### config.mk
export PLATFORM = sky130hd
export DESIGN_NAME = ssi_queue
export DESIGN_NICKNAME = d
export VERILOG_FILES = /design/src/sv/ssi_pkg.sv /design/src/sv/ssi_queue.sv
export SDC_FILE = /design/constraint.sdc
export NUM_CORES = 1
export LEC_CHECK = 0
export BUFFER_PORTS_ARGS = -buffer_cell sky130_fd_sc_hd__buf_2
export CAP_MARGIN = 20
export CORE_MARGIN = 2
export CORE_UTILIZATION = 48
export DETAILED_ROUTE_END_ITERATION = 16
export PLACE_DENSITY = 0.82
export SYNTH_ARGS = -nofsm -noshare
export SYNTH_HDL_FRONTEND = slang
export SYNTH_SLANG_ARGS = --single-unit
### constraint.sdc
create_clock -name clk -period 2 [get_ports clk]
set_input_delay 0.4 -clock clk [delete_from_list [all_inputs] [get_ports clk]]
set_output_delay 0.4 -clock clk [all_outputs]
set_load 0.02 [all_outputs]
### src/sv/ssi_pkg.sv
// Shared constants and types for the satin stitch interpolator.
// No dependencies.
package ssi_pkg;

    localparam int FRAC_BITS   = 16;
    localparam int FAR_BITS    = 24;
    localparam int SQ_SHIFT    = 14;
    localparam int SQRT_STEPS  = 32;
    localparam int LEN_SHIFT   = 11;
    localparam int LEN_DIV     = 25;
    localparam int DIV_REM_BITS = 5;
    localparam logic [15:0] DENSITY_RESET = 16'd200;

    typedef struct packed {
        logic full;
        logic empty;
    } q_status_t;

endpackage

### src/sv/ssi_queue.sv
// Two-entry item queue between the front and back parts.
// Depends on ssi_pkg.
module ssi_queue #(
    parameter int WIDTH = 8
) (
    input  logic               clk,
    input  logic               rst_n,
    input  logic               push,
    input  logic [WIDTH-1:0]   push_data,
    input  logic               pop,
    output logic [WIDTH-1:0]   pop_data,
    output ssi_pkg::q_status_t status
);

    logic [WIDTH-1:0] mem_reg [0:1];
    logic             wr_ptr_reg;
    logic             rd_ptr_reg;
    logic [1:0]       count_reg;
    logic             do_push;
    logic             do_pop;

    assign status.full  = (count_reg == 2'd2);
    assign status.empty = (count_reg == 2'd0);
    assign do_push      = push && !status.full;
    assign do_pop       = pop && !status.empty;
    assign pop_data     = mem_reg[rd_ptr_reg];

    always_ff @(posedge clk)
    begin
        if (do_push)
        begin
            mem_reg[wr_ptr_reg] <= push_data;
        end
    end

    always_ff @(posedge clk or negedge rst_n)
    begin
        if (!rst_n)
        begin
            wr_ptr_reg <= 1'b0;
            rd_ptr_reg <= 1'b0;
            count_reg  <= 2'd0;
        end
        else
        begin
            if (do_push)
            begin
                wr_ptr_reg <= !wr_ptr_reg;
            end
            if (do_pop)
            begin
                rd_ptr_reg <= !rd_ptr_reg;
            end
            count_reg <= count_reg + 2'(do_push) - 2'(do_pop);
        end
    end

    a_count_max: assert property (@(posedge clk) disable iff (!rst_n) count_reg <= 2'd2)
        else $error("queue count overflow");
    a_no_push_full: assert property (@(posedge clk) disable iff (!rst_n)
        status.full |-> !push)
        else $error("push into full queue");
    a_no_pop_empty: assert property (@(posedge clk) disable iff (!rst_n)
        status.empty |-> !pop)
        else $error("pop from empty queue");
    a_ptr_track: assert property (@(posedge clk) disable iff (!rst_n)
        (count_reg == 2'd0 || count_reg == 2'd2) |-> (wr_ptr_reg == rd_ptr_reg))
        else $error("queue pointers out of step");

endmodule

# == Word-level counts from Yosys, hierarchy flattened ==
# Memory sizes are Yosys's and may differ from the RTL's.
# Index checks and enable logic that the tools add are counted.
# word_totals
reg_bits,4
ramBits,16
inputBits,12
elab_cells,16
mem_count,1
# memory_table
name,depth,width,rd,rd_ports_with_merged_regs,write_ports,line_no,rtl
mem_reg,2,8,1,0,1,ssi_queue.sv:15,logic [WIDTH-1:0] mem_reg [0:1];
# op_classes
add_sub_neg,2
n_eq_ne,1
n_mux,2
reduce_logical,7
# op_table
op,n
1-bit logical NOT,4
2-bit by 1-bit adder with 2-bit output,1
"2-bit equality test, second input constant",1
1-bit logical AND,2
2-bit logical NOT,1
1-bit 2-to-1 mux,2
2-bit by 1-bit subtractor with 2-bit output,1

# == Logic depth before layout (Yosys ltp) ==
# logic_depth
word_depth,5
depth_mapped,7

# == Least setup slack after synthesis ==
# OpenSTA, ideal clock, no wires.
# synth_path
path_kind,register to register
start,reg count_reg[1]
end,reg count_reg[1]
setup_ns,0.123
t_arrival_ns,1.572
required_time_ns,1.877
slack_ns,0.306
stages_incl_launch_ff,8
n_path_buf,0
path_cell_list,dfrtp_1 > nor2_1 > nor2b_2 > ha_1 > inv_1 > ha_1 > xnor2_1 > xnor2_1
# synth_lines
item,line_no,rtl
from (decl),ssi_queue.sv:18,logic [1:0] count_reg;
from (signal assigned),ssi_queue.sv:54,count_reg <= count_reg + 2'(do_push) - 2'(do_pop);

# == Worst setup path after layout ==
# layout_path
start,reg rd_ptr_reg
end,out pop_data[3]
# layout_via
elab_chain_cells,1
# layout_lines
item,line_no,rtl
from (decl),ssi_queue.sv:17,logic rd_ptr_reg;
from (signal assigned),ssi_queue.sv:52,rd_ptr_reg <= !rd_ptr_reg;
memory read 2 x 8 bit,n/a,
to (decl),ssi_queue.sv:11,"output logic [WIDTH-1:0] pop_data,"
# Every way passes these cells.

==> impl_metrics.yaml <==
detailed_routing:
  vias: 417
  drt_iter0_markers: 5
  ant_nets: 0
  finalWirelength_um: 1080
  viasPerCell: 4.91
  drc: 0
  drtPass1Iterations: 4
  routedWlPerCell_um: 12.7
finish:
  layout-area-overhead-vs-synth_pct: 22.4
  drive_gt1_frac: 0.507
  finalInstanceArea_um2: 950
  fin_util: 0.630
  largest_reg_flops: 16
  nNetsFinal: 84
  antenna_cells: 0
synth:
  syn_nets: 57
  synth_top_area_share: 0.619
  syn_inst: 43
  synth_top_area_cell: "edfxtp_1"
  synth-main-ff-cell: "edfxtp_1"
  yosysSeqAreaShare: 0.748
  synth-edff-count: 16
  ys.warnings.count: 0
  synth_area_leaders: "edfxtp_1, dfrtp_1, mux2_2"
  ys_top_cells_by_count: "edfxtp_1, mux2_2, dfrtp_1"
  yosysUniqueCellTypes: 13
  synthArstFlopShare: 0.200
  synth_area_per_cell_um2: 18.0
  yosysMostFrequentCell: "edfxtp_1"
  netlist_area_um2: 776
  synth_seq_cells: 20
placed_design:
  gp_congestion: 0.708
  portBuffers: 21
  placed_cell_area_um2: 903
power_and_ir_drop:
  combPwrFrac: 0.364
  power_leakage_nw: 0.399
  pwr-share-seq: 0.473
  switching_share: 0.337
  p_per_area_nw_per_um2: 1460
  switchingPower_mw: 0.468
  total_power_mw: 1.39
  intPower_mw: 0.922
  power.share.clock: 0.164
  ir_worst_vdd_uv: 760
clock_network:
  cts_buffers: 3
  cts_resized: 0
  cts_max_level: 1
  post-cts-setup-buffers: 0
  ctsHoldBuffers: 1
  cts_root_buf: "clkbuf_4"
  cts_buffer_depth: 2
  path_clk_slew_ps: 110
  cts_tree: "done"
  clock-sinks: 20
  insertion_delay_ps: 290
worst_hold_path:
  holdPathStages: 1
  hold_class: "input port to flip-flop"
critical_path:
  crit_type: "flip-flop to output pin"
  worst_ep_arrival_time_ps: 1410
  critPathLaunchType: "flip-flop"
  max_stage_delay_ps: 580
  reg2regPathDepth: 7
  crit_chain: "mux2_2, buf_2"
  endpoint_kind: "output pin"
  worstPathMaxFanout: 9
  critPathSlowestCell: "dfrtp_1"
  cp.required_ps: 1600
timing:
  tightest_slew_ps: 378
  setup_tns_ps: 0
  setup_viol_count_final: 0
  skew_ps: 2.72
  fmax_mhz: 551
  slew_violations: 0
  min_period_ps: 1810
  max-slew-margin-rel: 0.748
  hold_viol_final: 0
  whs_ps: 292
  rsz0062_at_grt: "no"
  fin_crit_sh: 0.907
floorplan:
  die_x_um: 44.2
  die_h_um: 44.2
  die_area_um2: 1950
  start_util: 0.515
  io_pins: 22
  row_count: 14
  fp.coreArea_um2: 1510
outcome:
  status: "finished, final reports clean"
global_route:
  grt_max_degree: 12
  use_met3: 0.0408
  grt.total_usage: 0.130
  grt_pass1_vias: 399
  grtUsageMet1: 0.161
  antenna_found_initial: 0
  grt_pass1_wl_um: 1730
  gr-total-overflow: 0
  top_usage_layer: "met2"
  grt_use_met2: 0.203
run:
  max_cap_violations: 0
cell usage in the layout, fill, tap and decap left out, drive strengths merged:
cell type	instances
buf	22
edfxtp	16
mux2	8
dfrtp	4
clkbuf	4
xnor2	3
inv	2
nor2	2
ha	2
nand2b	1
nand2	1
and3	1
nor2b	1
xor2	1
dlygate4sd3	1
kinds of logic after synthesis:
group	count (synthesis)	synth area share
buffers and inverters	3	0.0161
adders and majority gates	2	0.0323
DFF	20	0.748
and+or+nand+nor	6	0.0419
xor gates and xnor gates	4	0.0452
muxes	8	0.116
path summary, 6_finish.rpt:
kind / to / from / slack (ps)
worst max-delay path: pop_data[3] / rd_ptr_reg$_DFFE_PN0P_ / 190
min in group asynchronous: wr_ptr_reg$_DFFE_PN0P_ / rst_n / 430
worst max register to register: count_reg[1]$_DFF_PN0_ / count_reg[1]$_DFF_PN0_ / 480
max in group asynchronous: count_reg[1]$_DFF_PN0_ / rst_n / 1450
worst min-delay path: mem_reg[0][1]$_DFFE_PP_ / push_data[1] / 290
worst min register to register: wr_ptr_reg$_DFFE_PN0P_ / wr_ptr_reg$_DFFE_PN0P_ / 510
layer usage:
layer  vias to the layer above  wire (µm)
met2                        15        544
met1                       194        468
met4                         0          0
met5                         -          0
li1                        208          -
met3                         0         68
per-stage QoR:
stage	setup WS, ps	instances
2_1_floorplan	306	43
3_3_place_gp	498	80
3_5_place_dp	466	80
4_1_cts	149	85
5_1_grt	108	85
6_report	186	85
worst max-delay path: cells and delay by family, from the launching register on:
| family | cells | cell delay [ps] |
|---|---|---|
| buffers and inverters | 1 | 160 |
| flip-flops | 1 | 580 |
| multiplexers | 1 | 380 |
final cells by class:
cell class | count | area (µm²)
well taps | 16 | 20.0
clock buffers | 4 | 36.3
fillers | 113 | 557
multi-input cells | 20 | 183
repair buffers | 23 | 123
inverters | 2 | 7.51
flip-flops and latches | 20 | 581
power groups by stage:
| stage | logic [mW] | clock network [mW] | registers, mW |
|---|---|---|---|
| 6_report | 0.506 | 0.228 | 0.657 |
| 5_1_grt | 0.558 | 0.249 | 0.671 |
| 4_1_cts | 0.518 | 0.235 | 0.660 |
| 3_5_place_dp | 0.516 | 0 | 0.669 |
| 3_3_place_gp | 0.503 | 0 | 0.660 |
| 2_1_floorplan | 0.406 | 0 | 0.623 |
Power figures use the tool's default switching activity.
