File: src/sv/ssi_pkg.sv
// Shared constants and types for the satin stitch interpolator.
// No dependencies.
package ssi_pkg;

    localparam int FRAC_BITS   = 16;
    localparam int FAR_BITS    = 24;
    localparam int SQ_SHIFT    = 14;
    localparam int SQRT_STEPS  = 32;
    localparam int LEN_SHIFT   = 11;
    localparam int LEN_DIV     = 25;
    localparam int DIV_REM_BITS = 5;
    localparam logic [15:0] DENSITY_RESET = 16'd200;

    typedef struct packed {
        logic full;
        logic empty;
    } q_status_t;

endpackage

File: src/sv/ssi_back.sv
// Back part: walks the queued segment and emits the stitch points.
// Depends on ssi_pkg.
module ssi_back #(
    parameter int MAX_STEPS  = 31,
    parameter int COORD_BITS = 20
) (
    input  logic                         clk,
    input  logic                         rst_n,
    input  ssi_pkg::q_status_t           q_status,
    output logic                         pop,
    input  logic [8*COORD_BITS+4*(COORD_BITS+17)+$clog2(MAX_STEPS+1)+1:0] pop_data,
    output logic                         point_valid,
    output logic signed [COORD_BITS-1:0] point_x,
    output logic signed [COORD_BITS-1:0] point_y,
    output logic                         on_top_edge,
    output logic                         steps_clipped,
    output logic                         end_of_run
);

    localparam int C  = COORD_BITS;
    localparam int NW = $clog2(MAX_STEPS + 1);
    localparam int SW = C + 17;
    localparam int AW = C + 18;
    localparam int FB = ssi_pkg::FRAC_BITS;

    typedef enum logic [2:0] {
        B_IDLE, B_TOP, B_BOT, B_FTOP, B_FBOT
    } state_t;

    state_t               state_reg;
    logic signed [C-1:0]  ts_x, ts_y, bs_x, bs_y, te_x, te_y, be_x, be_y;
    logic signed [SW-1:0] st_tx, st_ty, st_bx, st_by;
    logic [NW-1:0]        n_in;
    logic                 clip_in;
    logic                 final_in;

    logic signed [C-1:0]  fin_reg [0:3];
    logic signed [SW-1:0] stp_reg [0:3];
    logic signed [AW-1:0] acc_reg [0:3];
    logic [NW-1:0]        n_reg;
    logic [NW-1:0]        i_reg;
    logic                 clip_reg;
    logic                 final_reg;
    logic                 last_pair;

    assign {ts_x, ts_y, bs_x, bs_y, te_x, te_y, be_x, be_y,
            st_tx, st_ty, st_bx, st_by, n_in, clip_in, final_in} = pop_data;

    assign pop       = (state_reg == B_IDLE) && !q_status.empty;
    assign last_pair = (i_reg == n_reg - NW'(1));

    always_ff @(posedge clk)
    begin
        unique case (state_reg)
            B_IDLE:
            begin
                acc_reg[0] <= AW'(ts_x) <<< FB;
                acc_reg[1] <= AW'(ts_y) <<< FB;
                acc_reg[2] <= AW'(bs_x) <<< FB;
                acc_reg[3] <= AW'(bs_y) <<< FB;
                stp_reg[0] <= st_tx;
                stp_reg[1] <= st_ty;
                stp_reg[2] <= st_bx;
                stp_reg[3] <= st_by;
                fin_reg[0] <= (n_in != '0) ? te_x : ts_x;
                fin_reg[1] <= (n_in != '0) ? te_y : ts_y;
                fin_reg[2] <= (n_in != '0) ? be_x : bs_x;
                fin_reg[3] <= (n_in != '0) ? be_y : bs_y;
                n_reg      <= n_in;
                clip_reg   <= clip_in;
                final_reg  <= final_in;
                i_reg      <= '0;
            end
            B_TOP:
            begin
                point_x    <= C'(acc_reg[0] >>> FB);
                point_y    <= C'(acc_reg[1] >>> FB);
                acc_reg[0] <= acc_reg[0] + AW'(stp_reg[0]);
                acc_reg[1] <= acc_reg[1] + AW'(stp_reg[1]);
            end
            B_BOT:
            begin
                point_x    <= C'(acc_reg[2] >>> FB);
                point_y    <= C'(acc_reg[3] >>> FB);
                acc_reg[2] <= acc_reg[2] + AW'(stp_reg[2]);
                acc_reg[3] <= acc_reg[3] + AW'(stp_reg[3]);
                i_reg      <= i_reg + NW'(1);
            end
            B_FTOP:
            begin
                point_x <= fin_reg[0];
                point_y <= fin_reg[1];
            end
            B_FBOT:
            begin
                point_x <= fin_reg[2];
                point_y <= fin_reg[3];
            end
            default:
            begin
            end
        endcase
    end

    always_ff @(posedge clk or negedge rst_n)
    begin
        if (!rst_n)
        begin
            state_reg     <= B_IDLE;
            point_valid   <= 1'b0;
            on_top_edge   <= 1'b0;
            steps_clipped <= 1'b0;
            end_of_run    <= 1'b0;
        end
        else
        begin
            point_valid   <= (state_reg != B_IDLE);
            on_top_edge   <= (state_reg == B_TOP) || (state_reg == B_FTOP);
            steps_clipped <= clip_reg;
            end_of_run    <= (state_reg == B_FBOT)
                          || (state_reg == B_BOT && last_pair && !final_reg);
            unique case (state_reg)
                B_IDLE:
                begin
                    if (!q_status.empty)
                    begin
                        state_reg <= (n_in != '0) ? B_TOP : B_FTOP;
                    end
                end
                B_TOP: state_reg <= B_BOT;
                B_BOT:
                begin
                    if (last_pair)
                    begin
                        state_reg <= final_reg ? B_FTOP : B_IDLE;
                    end
                    else
                    begin
                        state_reg <= B_TOP;
                    end
                end
                B_FTOP: state_reg <= B_FBOT;
                B_FBOT: state_reg <= B_IDLE;
                default: state_reg <= B_IDLE;
            endcase
        end
    end

    a_end_follows_bottom: assert property (@(posedge clk) disable iff (!rst_n)
        end_of_run |-> (point_valid && !on_top_edge))
        else $error("end of run on a non-bottom point");
    a_top_then_bottom: assert property (@(posedge clk) disable iff (!rst_n)
        (point_valid && on_top_edge) |=> (point_valid && !on_top_edge))
        else $error("top point not followed by bottom point");
    a_pair_count: assert property (@(posedge clk) disable iff (!rst_n)
        (state_reg == B_BOT) |-> (i_reg < n_reg))
        else $error("pair index past step count");

endmodule

File: config.mk
export PLATFORM = sky130hd
export DESIGN_NAME = ssi_back
export DESIGN_NICKNAME = d
export VERILOG_FILES = /design/src/sv/ssi_pkg.sv /design/src/sv/ssi_back.sv
export SDC_FILE = /design/constraint.sdc
export NUM_CORES = 1
export LEC_CHECK = 0
export BUFFER_PORTS_ARGS = -buffer_cell sky130_fd_sc_hd__clkbuf_2
export CAP_MARGIN = 20
export CORE_UTILIZATION = 55
export CTS_BUF_LIST = sky130_fd_sc_hd__clkbuf_8
export DETAILED_ROUTE_END_ITERATION = 10
export GPL_TIMING_DRIVEN = 1
export PLACE_DENSITY = 0.77
export SLEW_MARGIN = 20
export SYNTH_ARGS = -nofsm -noshare
export SYNTH_HDL_FRONTEND = slang
export SYNTH_SLANG_ARGS = --single-unit
File: constraint.sdc
create_clock -name clk -period 12.2 [get_ports clk]
set_input_delay 1.22 -clock clk [delete_from_list [all_inputs] [get_ports clk]]
set_output_delay 1.22 -clock clk [all_outputs]
set_load 0.02 [all_outputs]
* After elaboration in Yosys (flattened, before gate mapping) *
Memory sizes are Yosys's and may differ from the RTL's.
Index checks and enable logic that the tools add are counted.
W data, S select, Z words.

cells by class
  add/subtract/negate cells = 6
  multipliers = 0
  div/mod/pow operators = 0
  magnitude comparators = 0
  equality and inequality tests = 6
  shift operators = 0
  muxes and demuxes = 22
  bitwise operators = 4
  reduce and logical (&&, ||, !) cells = 12

operators by type and width
  kind                   number
  $pmux W20 S4           2
  $add A38 B37 Y38       4
  $mux W38               4
  $mux W20               4
  $pmux W3 S4            1
  $pmux W5 S2            1
  $eq A3 B2 Y1 const B   2
  $mux W1                6
  $mux W2                3
  $add A5 B1 Y5 const B  1
  $eq A5 B5 Y1           1
  $reduce_bool A5 Y1     1
  $sub A5 B1 Y5 const B  1
  $or A1 B1 Y1           4
  $reduce_bool A4 Y1     1
  $eq A3 B1 Y1 const B   1
  $eq A3 B3 Y1 const B   1
  $logic_and A1 B1 Y1    3
  $logic_not A3 Y1       1
  $mux W3                1
  $reduce_bool A3 Y1     1
  $logic_not A1 Y1       2
  $logic_or A1 B1 Y1     2
  $ne A2 B2 Y1 const B   1
  $reduce_bool A2 Y1     1

storage, ports and cells
  flip-flop bits (word level) = 59
  bits in latches = 0
  bits in writable memories = 380
  ROM bits = 0
  input port bits = 319
  output and inout bits = 45
  logic and storage cells = 64
  memories kept = 3

memory list
  name     words  bits a word  rd ports  clocked after Yosys merged registers in  wr ports  line            RTL
  acc_reg  4      38           4         0                                        4         ssi_back.sv:39  logic signed [AW-1:0] acc_reg [0:3];
  stp_reg  4      37           4         0                                        4         ssi_back.sv:38  logic signed [SW-1:0] stp_reg [0:3];
  fin_reg  4      20           4         0                                        4         ssi_back.sv:37  logic signed [C-1:0] fin_reg [0:3];

* Logic depth before layout (Yosys ltp) *
  depth after elaboration = 5
  depth in mapped cells = 11
  gate-level depth less buffers = 10

* Worst setup path after synthesis *
OpenSTA, ideal clock, no wires.

  path kind = reg-to-reg
  start = register state_reg[1]
  end = register point_x[0], enable pin
  library setup time = 0.907 ns
  arrival time = 8.591 ns
  slack = 2.702 ns
  cell stages (with the launch flop) = 6
  period minus slack after synthesis = 9.498 ns
  cell sequence = dfrtp_1 > clkbuf_1 > clkbuf_1 > or3_1 > inv_1 > nor2_1

between the ends
  cells in the longest elaborated chain, start to end = 2

ends and longest elaborated chain
  what                                  line             RTL
  from (decl)                           ssi_back.sv:30   state_t state_reg;
  from (signal assigned)                ssi_back.sv:127  state_reg <= (n_in != '0) ? B_TOP : B_FTOP;
  from (signal assigned)                ssi_back.sv:135  state_reg <= final_reg ? B_FTOP : B_IDLE;
  $eq A3 B1 Y1 (tied with other cells)  ssi_back.sv:54   unique case (state_reg)
  $reduce_bool A4 Y1 (no line) *        n/a
  to (signal assigned)                  ssi_back.sv:76   point_x <= C'(acc_reg[0] >>> FB);
  to (signal assigned)                  ssi_back.sv:83   point_x <= C'(acc_reg[2] >>> FB);
  to (signal assigned)                  ssi_back.sv:91   point_x <= fin_reg[0];
  to (decl)                             ssi_back.sv:13   output logic signed [COORD_BITS-1:0] point_x,

Mark *: on every way between the ends. The rest lies on a longest branch, timed or not.
A chain may end at the register's enable or synchronous reset.

==> flow_metrics.py <==
metrics = {
    "status": {
        "status": "finished, final reports clean",
    },
    "cells_and_area": {
        "design_area_um2": 28010,
        "area_growth_pct": 15.45,
        "fin_nets": 2985,
        "final_cell_mix": "edfxtp_1, clkbuf_2, a21oi_1",
        "drive_gt1_frac": 0.2240,
        "mostFrequentLayoutCell": "edfxtp_1",
        "final_util": 0.6473,
    },
    "setup_path": {
        "crit_fanout": 95,
        "critical_path.cell_chain": "or3_1 > inv_8 > buf_4 > buf_4",
        "cp.required_ps": 12470,
        "crit_buf_inv": 3,
        "cp-start-kind": "flip-flop",
        "critical_path_class": "reg -> reg",
        "r2r_cells": 4,
        "worstSetupEndpointType": "flip-flop",
        "cp_top_family": "buffers and inverters",
        "critPathSlowestCell": "buf_4",
        "r2r_start": "state_reg[0]",
        "rrSetupSlack_ps": 8380,
        "slowest_delay_ps": 940,
        "cp.arrival_ps": 4090,
        "r2r_end": "stp_reg[1][24]",
        "critPathMostFrequentCell": "buf_4",
    },
    "synth": {
        "synth_edf_count": 420,
        "synth_ff_type": "edfxtp_1",
        "synth_cells": 2175,
        "ys_types": 75,
        "ys_ff_latch": 427,
        "syn_nets": 2640,
        "synth_area_um2": 24260,
        "synthArstFlopShare": 0.01639,
        "avgSynthCellArea_um2": 11.15,
        "ys_seq_area_frac": 0.5271,
        "ys_warn_count": 0,
    },
    "grt": {
        "use_met2": 0.4800,
        "grt_use_met3": 0.07770,
        "grt_most_used_layer": "met2",
        "use_met1": 0.3991,
        "grt_pass1_vias": 18860,
        "grt.overflow.total": 0,
        "antenna_found_initial": 16,
        "grtUsageTotal": 0.3032,
        "grt_start_max_net_pins": 110,
        "grt_pass1_wl_um": 103900,
    },
    "place": {
        "place_hpwl_um": 49600,
        "gp_congestion": 0.9460,
        "port_buffers": 358,
        "place_area_um2": 26560,
    },
    "clock_network": {
        "postCtsHoldBufs": 0,
        "cts_max_level": 3,
        "clk_pin_slew_worst_paths_ps": 60,
        "cts_buffers": 74,
        "cts_root_buf": "clkbuf_8",
        "cts_tree": "yes",
        "insertion_delay_ps": 660,
        "post_cts_buffers": 0,
        "clk_path_buf_depth": 3,
        "postCtsResizedCells": 0,
        "clock_sinks": 427,
    },
    "hold_path": {
        "holdPathEnd": "steps_clipped",
        "hold_path_depth": 0,
        "hold_start": "clip_reg",
        "hold_class": "reg -> reg",
    },
    "routing": {
        "ant_nets": 0,
        "vias": 19160,
        "wl_um": 68920,
        "first_pass_iters": 5,
        "drc": 0,
        "vias_per_cell": 6.042,
        "wl_per_cell_um": 21.73,
        "drt_iter0_drc": 1676,
    },
    "timing": {
        "setup_viol": 0,
        "worst_hold_slack_ps": 348.0,
        "skew_ps": 31.50,
        "tightest_slew_ps": 1101,
        "drv_slew": 0,
        "tns_ps": 0,
        "relSlewSlack": 0.2662,
        "timing.final.crit_share": 0.3134,
        "grt_setup_unrepaired": "no",
        "max_freq_mhz": 261.5,
        "hold_viol": 0,
        "fin_crit_ps": 3824,
    },
    "power": {
        "total_power_mw": 9.216,
        "leakage_nw": 11.39,
        "ir_drop_mv": 0.1878,
        "powerDensity_nw_per_um2": 329.1,
    },
    "die": {
        "die_h_um": 212.0,
        "coreArea_um2": 43270,
        "die_area_um2": 44950,
        "dieWidth_um": 212.0,
        "num_io_pins": 364,
        "start_util": 0.5607,
        "rows": 76,
    },
    "job": {
        "drv_cap": 0,
    },
}
[where the power goes]
group          leakage [nW]  switching [mW]  internal, mW
clock network         0.777           0.596         0.657
registers              4.27           0.327          2.60
logic                  6.34            3.21          1.83
[cells by family after synthesis]
kind of cell | share of synthesized area
and+or+nand+nor | 0.1085
AOI/OAI and AO/OA | 0.1800
adders and majority gates | 0.07654
xor gates and xnor gates | 0.04802
muxes | 0.03843
buffers and inverters | 0.02135
DFF | 0.5271
[worst max-delay path by stage]
stage                      start        endpoint  slack, ps  depth (start not counted)
finish              state_reg[0]  stp_reg[1][24]       8380                          4
global route        state_reg[2]  stp_reg[3][27]       8150                          4
CTS                 state_reg[2]   fin_reg[3][7]       8340                          4
detailed placement  state_reg[0]   stp_reg[1][7]       8340                          4
global placement    state_reg[0]   stp_reg[1][7]       8470                          4
floorplan           state_reg[1]      point_x[0]       2700                          5
[synthesized netlist by cell type (all sizes together), types with 15 or more instances]
master | n | area [µm²]
a211oi | 17 | 152.7
a21o | 82 | 618.1
a21oi | 245 | 1226
a221oi | 42 | 367.9
a31oi | 15 | 93.84
and2 | 19 | 120.1
and3 | 17 | 106.4
clkbuf | 95 | 357.8
edfxtp | 420 | 12610
ha | 142 | 1777
inv | 34 | 127.6
mux2 | 81 | 912.1
nand2 | 197 | 739.5
nand3 | 27 | 135.1
nand4 | 35 | 219.0
nor2 | 133 | 499.2
nor2b | 53 | 331.6
nor3 | 26 | 130.1
o211ai | 16 | 120.1
o21a | 21 | 157.7
o21ai | 168 | 840.8
o21bai | 19 | 142.6
xnor2 | 74 | 648.1
xor2 | 59 | 516.8
[through the flow]
stage	setup slack, ps	instances
global placement	8466	3028
global route	8149	3164
CTS	8338	3155
finish	8376	3171
floorplan	2702	2175
detailed placement	8337	3028
[layout make-up]
type | instances | area (µm²)
Clock buffer | 79 | 1087
Antenna cell | 15 | 37.54
Multi-Input combinational cell | 1612 | 11030
Inverter | 34 | 135.1
Fill cell | 3413 | 15260
Tap cell | 585 | 732.0
Sequential cell | 427 | 12790
Clock inverter | 48 | 277.8
Timing Repair Buffer | 371 | 1917
[layer usage]
| layer | wire [µm] | vias up |
|---|---|---|
| li1 | - | 8974 |
| met1 | 28800 | 9231 |
| met2 | 31850 | 793 |
| met3 | 5917 | 146 |
| met4 | 2264 | 14 |
| met5 | 85 | - |
Power figures use the tool's default switching activity.
